<file path="src/design/crd_pkg.sv">
// ----------------------------------------------------------------------------
// crd_pkg
// Shared types and constants of the record deframer: phase codes, result
// status codes and the result bundle that travels from the core to the
// output register.
// ----------------------------------------------------------------------------
package crd_pkg;

  // Payload capacity of one frame and the index width into the payload store
  localparam int unsigned MAX_PAYLOAD = 8;
  localparam int unsigned IDX_W       = $clog2(MAX_PAYLOAD);

  // Header is one length byte and four identifier bytes
  localparam logic [2:0] HEADER_BYTES = 3'd5;

  // Result status codes
  localparam logic [1:0] ST_GOOD    = 2'd0;
  localparam logic [1:0] ST_BAD_LEN = 2'd1;
  localparam logic [1:0] ST_BAD_ID  = 2'd2;

  // Header byte positions
  localparam logic [2:0] HB_LENGTH = 3'd0;
  localparam logic [2:0] HB_ID_LO  = 3'd1;
  localparam logic [2:0] HB_ID_MID = 3'd2;

  // Parser phase
  typedef enum logic [1:0] {
    PH_HEADER  = 2'd0,
    PH_PAYLOAD = 2'd1,
    PH_SKIP    = 2'd2
  } phase_t;

  // One result item
  typedef struct packed {
    logic [1:0]                        status;
    logic [10:0]                       frame_id;
    logic [3:0]                        frame_len;
    logic [MAX_PAYLOAD-1:0][7:0]       data;
  } result_t;

endpackage

</file>
<file path="src/design/crd_core.sv">
// ----------------------------------------------------------------------------
// crd_core
// Record parser. Consumes one byte per step, tracks header, payload and skip
// phases and forms the result of a record on the byte that completes it.
// ----------------------------------------------------------------------------
module crd_core (
  input  logic              clk,
  input  logic              rst,
  input  logic              step,
  input  logic [7:0]        byte_in,
  output logic              res_valid,
  output crd_pkg::result_t  res
);

  crd_pkg::phase_t phase, phase_next;
  logic [2:0]  header_count, header_count_next;
  logic [7:0]  record_length, record_length_next;
  logic [10:0] id_value, id_value_next;
  logic        id_overflow, id_overflow_next;
  logic [3:0]  payload_count, payload_count_next;
  logic [7:0]  skip_left, skip_left_next;
  logic [crd_pkg::MAX_PAYLOAD-1:0][7:0] payload_store;

  logic                      store_we;
  logic [crd_pkg::IDX_W-1:0] store_idx;

  // Next state and result for the byte in hand
  always_comb begin
    logic [7:0] skip_dec;
    logic [3:0] count_inc;
    logic [2:0] hc_inc;
    logic       finish;
    logic       bad_len;
    logic [crd_pkg::MAX_PAYLOAD-1:0][7:0] store_view;

    phase_next         = phase;
    header_count_next  = header_count;
    record_length_next = record_length;
    id_value_next      = id_value;
    id_overflow_next   = id_overflow;
    payload_count_next = payload_count;
    skip_left_next     = skip_left;
    store_we           = 1'b0;
    store_idx          = payload_count[crd_pkg::IDX_W-1:0];
    finish             = 1'b0;
    bad_len            = 1'b0;
    skip_dec           = skip_left - {7'd0, (skip_left != 8'd0)};
    count_inc          = payload_count + 4'd1;
    hc_inc             = header_count + 3'd1;

    unique case (phase)
      crd_pkg::PH_SKIP: begin
        // Count down the oversized record, flag it on its last byte
        skip_left_next = skip_dec;
        if (skip_dec == 8'd0) begin
          bad_len = 1'b1;
        end
      end
      crd_pkg::PH_PAYLOAD: begin
        // Store the payload byte and close the record on its last byte
        store_we           = (payload_count < 4'(crd_pkg::MAX_PAYLOAD));
        payload_count_next = count_inc;
        if ({4'd0, count_inc} >= record_length) begin
          finish = 1'b1;
        end
      end
      default: begin
        // Header bytes: length, then the identifier least significant first
        phase_next = crd_pkg::PH_HEADER;
        case (header_count)
          crd_pkg::HB_LENGTH: begin
            record_length_next = byte_in;
            id_value_next      = 11'd0;
            id_overflow_next   = 1'b0;
          end
          crd_pkg::HB_ID_LO: begin
            id_value_next = {id_value[10:8], byte_in};
          end
          crd_pkg::HB_ID_MID: begin
            id_value_next = {byte_in[2:0], id_value[7:0]};
            if (byte_in[7:3] != 5'd0) begin
              id_overflow_next = 1'b1;
            end
          end
          default: begin
            if (byte_in != 8'd0) begin
              id_overflow_next = 1'b1;
            end
          end
        endcase
        header_count_next = hc_inc;
        if (hc_inc >= crd_pkg::HEADER_BYTES) begin
          header_count_next  = 3'd0;
          payload_count_next = 4'd0;
          if (record_length_next > 8'(crd_pkg::MAX_PAYLOAD)) begin
            phase_next     = crd_pkg::PH_SKIP;
            skip_left_next = record_length_next;
          end else if (record_length_next == 8'd0) begin
            finish = 1'b1;
          end else begin
            phase_next = crd_pkg::PH_PAYLOAD;
          end
        end
      end
    endcase

    // Payload as seen after this byte is written
    store_view = payload_store;
    if (store_we) begin
      store_view[store_idx] = byte_in;
    end

    // Form the result
    res       = '0;
    res_valid = finish || bad_len;
    if (bad_len) begin
      res.status = crd_pkg::ST_BAD_LEN;
    end else if (finish && id_overflow_next) begin
      res.status = crd_pkg::ST_BAD_ID;
    end else if (finish) begin
      res.status    = crd_pkg::ST_GOOD;
      res.frame_id  = id_value_next;
      res.frame_len = record_length_next[3:0];
      for (int k = 0; k < crd_pkg::MAX_PAYLOAD; k++) begin
        if (8'(k) < record_length_next) begin
          res.data[k] = store_view[k];
        end
      end
    end

    // Restart the parser after any result
    if (res_valid) begin
      phase_next         = crd_pkg::PH_HEADER;
      header_count_next  = 3'd0;
      payload_count_next = 4'd0;
      skip_left_next     = 8'd0;
    end
  end

  // Advance control state on each processed byte
  always_ff @(posedge clk) begin
    if (rst) begin
      phase         <= crd_pkg::PH_HEADER;
      header_count  <= 3'd0;
      record_length <= 8'd0;
      id_value      <= 11'd0;
      id_overflow   <= 1'b0;
      payload_count <= 4'd0;
      skip_left     <= 8'd0;
    end else if (step) begin
      phase         <= phase_next;
      header_count  <= header_count_next;
      record_length <= record_length_next;
      id_value      <= id_value_next;
      id_overflow   <= id_overflow_next;
      payload_count <= payload_count_next;
      skip_left     <= skip_left_next;
    end
  end

  // Payload store, written one byte at a time
  always_ff @(posedge clk) begin
    if (step && store_we) begin
      payload_store[store_idx] <= byte_in;
    end
  end

endmodule

</file>
<file path="src/design/crd_result_reg.sv">
// ----------------------------------------------------------------------------
// crd_result_reg
// Output register of the deframer. Holds a result until the downstream side
// takes the transfer and loads the next one in the same cycle.
// ----------------------------------------------------------------------------
module crd_result_reg (
  input  logic              clk,
  input  logic              rst,
  input  logic              advance,
  input  logic              load,
  input  crd_pkg::result_t  res,
  output logic              valid,
  output crd_pkg::result_t  held
);

  // Take a new result, or go empty, whenever the register is free or draining
  always_ff @(posedge clk) begin
    if (rst) begin
      valid <= 1'b0;
    end else if (advance) begin
      valid <= load;
    end
  end

  always_ff @(posedge clk) begin
    if (advance && load) begin
      held <= res;
    end
  end

endmodule

</file>
<file path="src/design/can_record_deframer_unit.sv">
// ----------------------------------------------------------------------------
// can_record_deframer_unit
// Length-prefixed record deframer: turns a byte stream of records into
// standard data frames or error reports.
// ----------------------------------------------------------------------------
// Path: the byte that completes a result is held in the input register, and
// the result in the output register. Throughput: one byte per cycle unless
// the output stalls, set by the single parser stage between the registers.
// Reset: synchronous; clears the parser to the header phase and empties both
// registers. Payload bytes are not cleared.
// ----------------------------------------------------------------------------
module can_record_deframer_unit (
  input  logic        clk,
  input  logic        rst,
  input  logic        byte_valid,
  output logic        byte_stall,
  input  logic [7:0]  stream_byte,
  output logic        frame_valid,
  input  logic        frame_stall,
  output logic [1:0]  status,
  output logic [10:0] frame_id,
  output logic [3:0]  frame_len,
  output logic [7:0]  data_0,
  output logic [7:0]  data_1,
  output logic [7:0]  data_2,
  output logic [7:0]  data_3,
  output logic [7:0]  data_4,
  output logic [7:0]  data_5,
  output logic [7:0]  data_6,
  output logic [7:0]  data_7
);

  logic             in_full;
  logic [7:0]       in_byte;
  logic             advance;
  logic             step;
  logic             core_valid;
  crd_pkg::result_t core_res;
  crd_pkg::result_t held;

  // Move when the output register is free or its transfer completes
  assign advance    = !frame_valid || !frame_stall;
  assign step       = in_full && advance;
  assign byte_stall = in_full && !advance;

  // Input register
  always_ff @(posedge clk) begin
    if (rst) begin
      in_full <= 1'b0;
    end else if (!byte_stall) begin
      in_full <= byte_valid;
    end
  end

  always_ff @(posedge clk) begin
    if (!byte_stall && byte_valid) begin
      in_byte <= stream_byte;
    end
  end

  crd_core u_core (
    .clk       (clk),
    .rst       (rst),
    .step      (step),
    .byte_in   (in_byte),
    .res_valid (core_valid),
    .res       (core_res)
  );

  crd_result_reg u_result (
    .clk     (clk),
    .rst     (rst),
    .advance (advance),
    .load    (step && core_valid),
    .res     (core_res),
    .valid   (frame_valid),
    .held    (held)
  );

  // Unpack the result onto the ports
  assign status    = held.status;
  assign frame_id  = held.frame_id;
  assign frame_len = held.frame_len;
  assign data_0    = held.data[0];
  assign data_1    = held.data[1];
  assign data_2    = held.data[2];
  assign data_3    = held.data[3];
  assign data_4    = held.data[4];
  assign data_5    = held.data[5];
  assign data_6    = held.data[6];
  assign data_7    = held.data[7];

  // Input side stalls only behind a stalled result
  a_stall_cause: assert property (@(posedge clk) disable iff (rst)
    byte_stall |-> (frame_valid && frame_stall))
    else $error("input stalled without a stalled result");

  // Status is always a defined code
  a_status_code: assert property (@(posedge clk) disable iff (rst)
    frame_valid |-> (status == crd_pkg::ST_GOOD || status == crd_pkg::ST_BAD_LEN ||
                     status == crd_pkg::ST_BAD_ID))
    else $error("undefined status code");

  // Error reports carry no frame contents
  a_error_clear: assert property (@(posedge clk) disable iff (rst)
    (frame_valid && status != crd_pkg::ST_GOOD) |->
      (frame_id == 11'd0 && frame_len == 4'd0 && data_0 == 8'd0 && data_7 == 8'd0))
    else $error("error report with frame contents");

  // Good frames never exceed the payload capacity
  a_good_len: assert property (@(posedge clk) disable iff (rst)
    (frame_valid && status == crd_pkg::ST_GOOD) |->
      (frame_len <= 4'(crd_pkg::MAX_PAYLOAD)))
    else $error("good frame longer than payload capacity");

endmodule
</file>
<file path="config.mk">
export PLATFORM = sky130hd
export DESIGN_NAME = can_record_deframer_unit
export DESIGN_NICKNAME = d
export VERILOG_FILES = /design/src/design/crd_pkg.sv /design/src/design/crd_core.sv /design/src/design/crd_result_reg.sv /design/src/design/can_record_deframer_unit.sv
export SDC_FILE = /design/constraint.sdc
export NUM_CORES = 1
export LEC_CHECK = 0
export ABC_AREA = 1
export ABC_CLOCK_PERIOD_IN_PS = 4600
export BUFFER_PORTS_ARGS = -buffer_cell sky130_fd_sc_hd__buf_2
export CORE_UTILIZATION = 45
export CTS_CLUSTER_DIAMETER = 30
export DETAILED_ROUTE_END_ITERATION = 10
export GPL_ROUTABILITY_DRIVEN = 0
export PLACE_DENSITY_LB_ADDON = 0.12
export SKIP_CTS_REPAIR_TIMING = 1
export SLEW_MARGIN = 20
export SYNTH_ARGS = -nofsm -noshare
export SYNTH_HDL_FRONTEND = slang
export SYNTH_SLANG_ARGS = --single-unit
</file>
<file path="constraint.sdc">
create_clock -name clk -period 4.6 [get_ports clk]
set_input_delay 0 -clock clk [delete_from_list [all_inputs] [get_ports clk]]
set_output_delay 0 -clock clk [all_outputs]
set_load 0.05 [all_outputs]
</file>
Word-level counts from Yosys, hierarchy flattened --
Index checks and enable logic that the tools add are counted.
Cells by class: $add $sub $neg 3, magnitude comparators 14, eq/ne operators 7, multiplexer cells 37, bitwise gates (word level) 9, reduce and logical (&&, ||, !) cells 36
Operators by type and width (number):
- $bwmux W64 | 1
- $mux W64 | 1
- $mux W8 | 7
- $pmux W11 S3 | 1
- $lt A3 B8 Y1 const A | 4
- $reduce_or A4 Y1 | 8
- $demux W8 S3 | 1
- $logic_not A8 Y1 | 2
- $lt A1 B8 Y1 const A | 2
- $lt A2 B8 Y1 const A | 2
- $pmux W8 S2 | 1
- $reduce_bool A8 Y1 | 2
- $mux W1 | 11
- $mux W11 | 1
- $mux W2 | 5
- $mux W3 | 3
- $not A1 Y1 | 9
- $reduce_bool A3 Y1 | 3
- $ge A4 B8 Y1 | 1
- $gt A8 B4 Y1 const B | 1
- $logic_and A1 B1 Y1 | 8
- $mux W4 | 2
- $pmux W4 S2 | 1
- $sub A8 B1 Y8 | 1
- other kinds (23) | 28
Word-level totals: flip-flop bits (word level) 192, input port bits 12, output and inout bits 83, word-level logic and storage cells 135

Logic depth before layout (Yosys ltp) --
depth in word-level cells 11, gate-level depth with buffers 18, depth with buffers taken out 17

Modules after synthesis --
Synthesis repeated with hierarchy kept, for this count alone.
Second synthesis, totals: cells, all modules 991, area, all modules 9063.7 sq um
By module, submodules not included:
- crd_core | times used 1, cells an instance 886, area each 6281.0 sq um, sequential area each 2662.6 sq um
- crd_result_reg | times used 1, cells an instance 87, area each 2476.1 sq um, sequential area each 2452.4 sq um
- can_record_deframer_unit | times used 1, cells an instance 18, area each 306.5 sq um, sequential area each 260.2 sq um

Least setup slack after synthesis --
Ideal clock, no wire load.
kind register to register, start point register u_core.phase[1], end point register u_core.payload_store[0] (netlist bit), enable pin, library setup time 0.486 ns, data arrival time 3.978 ns, data required time 4.114 ns, slack 0.135 ns, cell stages (with the launch flop) 8, path buffers 3, path through dfxtp_1 inv_1 ha_1 clkbuf_1 nand2_1 buf_2 clkbuf_1 nor2_1
Between the ends: longest elaborated chain between the ends 3
Ends and longest elaborated chain:
- start, declared | RTL line crd_core.sv:15 | crd_pkg::phase_t phase, phase_next;
- start signal, assigned | RTL line crd_core.sv:143 | phase <= crd_pkg::PH_HEADER;
- start signal, assigned | RTL line crd_core.sv:151 | phase <= phase_next;
- $eq A2 B1 Y1 | RTL line crd_core.sv:51 | unique case (phase)
- $mux W1 | RTL line crd_core.sv:51
- $logic_and A1 B1 Y1 | RTL line crd_core.sv:163 | if (step && store_we) begin
- end signal, assigned by index | RTL line crd_core.sv:164 | payload_store[store_idx] <= byte_in;
- end, declared | RTL line crd_core.sv:22 | logic [crd_pkg::MAX_PAYLOAD-1:0][7:0] payload_store;
No other way between the ends. A chain may end at the register's enable or synchronous reset.

Worst setup path after layout --
start point register u_core.skip_left[2], end point register u_result.held[73] (netlist name)
Between the ends: longest elaborated chain between the ends 8
Ends and longest elaborated chain:
- start, declared | RTL line crd_core.sv:21 | logic [7:0] skip_left, skip_left_next;
- start signal, assigned | RTL line crd_core.sv:157 | skip_left <= skip_left_next;
- $reduce_bool A8 Y1 | RTL line crd_core.sv:47 | skip_dec = skip_left - {7'd0, (skip_left != 8'd0)};
- $sub A8 B1 Y8 * | RTL line crd_core.sv:47
- $logic_not A8 Y1 * | RTL line crd_core.sv:55 | if (skip_dec == 8'd0) begin
- $mux W1 * | RTL line crd_core.sv:55
- $mux W1 * | RTL line crd_core.sv:51
- $logic_or A1 B1 Y1 * | RTL line crd_core.sv:115 | res_valid = finish || bad_len;
- $logic_and A1 B1 Y1 * | RTL line can_record_deframer_unit.sv:74 | .load (step && core_valid),
- $logic_and A1 B1 Y1 * | RTL line crd_result_reg.sv:26 | if (advance && load) begin
Every way passes the cells marked *; elsewhere a longest branch is shown, timed or not.

==> out/qor.csv <==
metric;value;unit
synth_edf_count;153;
area_delta_synth_final;15.2;%
powerDensity;351;mW/mm2
cp_slowest_stage_delay;570;ps
ir_drop;0.277;mV
synthTopCellsByCount;nand2_1, edfxtp_1, nor2_1;
clock_skew;11.6;ps
port_buffers;94;
grtUsageTotal;20.4;%
die_h;145;um
cts_buffer_depth;2;
drc;0;
place_area;0.00990;mm2
fin_ws;1000;ps
dpl.hpwl;13100;um
clock_power_share;39.0;%
start_util;46.5;%
finalHoldViolCount;2;
cts_tree;built;
die_w;145;um
yosys_register_bits;192;
hold_class;primary input to flop;
grt_pass1_vias;6061;
max_freq;278;MHz
p_comb_share;9.8;%
syn_area_per_cell;9.61;um2
post_drt_wl_per_cell;15.3;um
cts_sinks;192;
r2r_slack;1000;ps
p_sw;0.919;mW
synth_top_area_share;50.1;%
min_period;3600;ps
antenna_left;0;
ff2ff_path_depth;12;
yosysUniqueCellTypes;36;
final_util;53.6;%
layout-drive-gt1-share;16.2;%
grt_pass1_wl;32000;um
tns;0;ps
power_frac_seq;51.2;%
path_class;flop to flop;
worst_path_max_delay_cell;clkinv_2;
netlist_area;0.00917;mm2
dieArea;0.0210;mm2
root_buffer;clkbuf_16;
finalHoldWorstSlack;-13.4;ps
finalPower;3.71;mW
yosysWarnings;0;
cp_cell_sequence;nor2_1 -> nand4_1 -> ha_1 -> ha_1 -> nand2_1 -> xor2_1 -> nor2_1 -> nand3_1 -> nand2_2 -> nand2_1 -> clkinv_2 -> buf_12;
syn-num-nets;979;
yosysTopAreaCell;edfxtp_1;
switching_share;24.8;%
synthCells;954;
relSlewSlack;34.2;%
synthFlopType;edfxtp_1;
fin_crit_sh;78.2;%
design_area;0.0106;mm2
cap_viol_max_count;0;
clkSlewWorstSetupHoldPaths;70;ps
antenna_cells;0;
design.final.nets;1072;
wl;20200;um
critPathCapture;u_result.held[73];
place_ws;1030;ps
ios;95;
grt_max_degree;65;
critPathLaunchType;flop;
cts_made_buffers;17;
worstPathRequired;4770;ps
viasPerCell;5.08;
violations;hold timing;
cts-htree-levels;4;
tightest_slew;981;ps
cp_max_fo;42;
status;complete, but fails checks;
worst_r2r_startpoint;u_core.skip_left[2];
dr.pass1.iters;5;
p_int;2.79;mW
async_flop_share;0;%
yosysMostFrequentCell;nand2_1;
worst_r2r_endpoint;u_result.held[73];
grt_setup_unrepaired;false;
grt.overflow.total;0;
crit_start;u_core.skip_left[2];
drt_iter0_drc;505;
clk_latency;440;ps
endpoint_kind;flop;
final_cells;1325;
std_cell_rows;51;
critical_path_arrival;3770;ps
report.final.setup_viol;0;
p_leak;4.82;nW
slew_viol_final;0;
ys_seq_area_share;58.6;%
antenna_found_initial;0;
dp_cells;1283;
synth_area_leaders;edfxtp_1, dfxtp_1, nand2_1, o21ai_0, mux2i_1;
vias;6727;
fp.coreArea;0.0197;mm2
==> area by class of cell <==
type | instances | area, um2
fill | 1792 | 9150
sequential | 192 | 5380
multi-input combinational | 620 | 3240
timing repair buffer | 115 | 666
clock buffer | 18 | 429
inverter | 101 | 383
tap | 265 | 332
clock inverter | 14 | 138
==> worst min-delay path by stage <==
stage / from / end / cells after the start
2_1_floorplan: stream_byte[0] / in_byte[0] / 0
3_5_place_dp: stream_byte[4] / in_byte[4] / 1
4_1_cts: stream_byte[4] / in_byte[4] / 1
3_3_place_gp: stream_byte[5] / in_byte[5] / 1
6_report: rst / u_core.phase[1] / 2
5_1_grt: frame_stall / u_result.valid / 3
==> registers in the layout (all words and copies together) (netlist names) <==
name	flops
u_core.skip_left	8
in_full	1
in_byte	8
u_core.payload_store	64
u_core.record_length	8
u_core.payload_count	4
u_core.phase	2
u_result.held	81
u_result.valid	1
u_core.id_value	11
u_core.header_count	3
u_core.id_overflow	1
==> layout by cell type, fill, tap and decap left out, types with 2 or more instances in the layout <==
| cell | Yosys | routed |
|---|---|---|
| nand2_1 | 195 | 194 |
| edfxtp_1 | 153 | 153 |
| nor2_1 | 99 | 98 |
| inv_1 | 96 | 95 |
| o21ai_0 | 94 | 94 |
| buf_2 | 8 | 94 |
| a21oi_1 | 60 | 60 |
| nand3_1 | 50 | 50 |
| mux2i_1 | 40 | 40 |
| dfxtp_1 | 39 | 39 |
| clkbuf_16 | 0 | 17 |
| ha_1 | 13 | 13 |
| dlygate4sd3_1 | 0 | 10 |
| buf_4 | 1 | 10 |
| a21oi_2 | 8 | 8 |
| nor3_1 | 7 | 7 |
| nand2_2 | 6 | 7 |
| o22ai_1 | 6 | 6 |
| nand4_1 | 5 | 5 |
| nor2_4 | 4 | 5 |
| nor2_2 | 5 | 5 |
| o32ai_1 | 5 | 5 |
| clkinv_1 | 1 | 4 |
| clkinv_2 | 0 | 4 |
| o21a_1 | 4 | 4 |
| xor2_1 | 3 | 3 |
| inv_2 | 3 | 3 |
| o21ai_2 | 3 | 3 |
| a21oi_4 | 3 | 3 |
| a211oi_1 | 3 | 3 |
| inv_6 | 0 | 3 |
| nand3_2 | 2 | 2 |
| bufinv_16 | 0 | 2 |
| clkinv_4 | 0 | 2 |
==> metal layers <==
| metal | global-route usage, % | share of wire (%) |
|---|---|---|
| met5 | 0 | 0 |
| met4 | 5.82 | 1.3 |
| met3 | 3.95 | 4.8 |
| met2 | 32.8 | 48 |
| met1 | 27.9 | 46 |
==> worst max-delay path: cells and delay by family, from the launching register on <==
kind / cells / cell delay (ps)
adder cells (fa/ha/maj): 2 / 520
flip-flops: 1 / 340
XOR/XNOR: 1 / 200
AND/OR/NAND/NOR: 7 / 1180
buffers and inverters: 2 / 1020
==> logic make-up after synthesis <==
kind of cell	count (synthesis)	share of synthesized area, %
flops	192	58.6
xor+xnor	4	0.382
compound gates	189	11.7
mux	40	4.36
buf+inv	142	6.15
fa+ha+maj	13	1.77
simple gates	374	17.1
==> power by group through the flow <==
stage / clock (mW) / combinational, mW / sequential (mW)
after floorplan: 0 / 0.266 / 1.93
after global placement: 0 / 0.357 / 1.94
after detailed placement: 0 / 0.355 / 1.94
after CTS: 1.47 / 0.358 / 1.90
after global routing: 1.53 / 0.413 / 1.90
final: 1.45 / 0.365 / 1.90
Note: power is estimated with default switching activity, not from simulation.
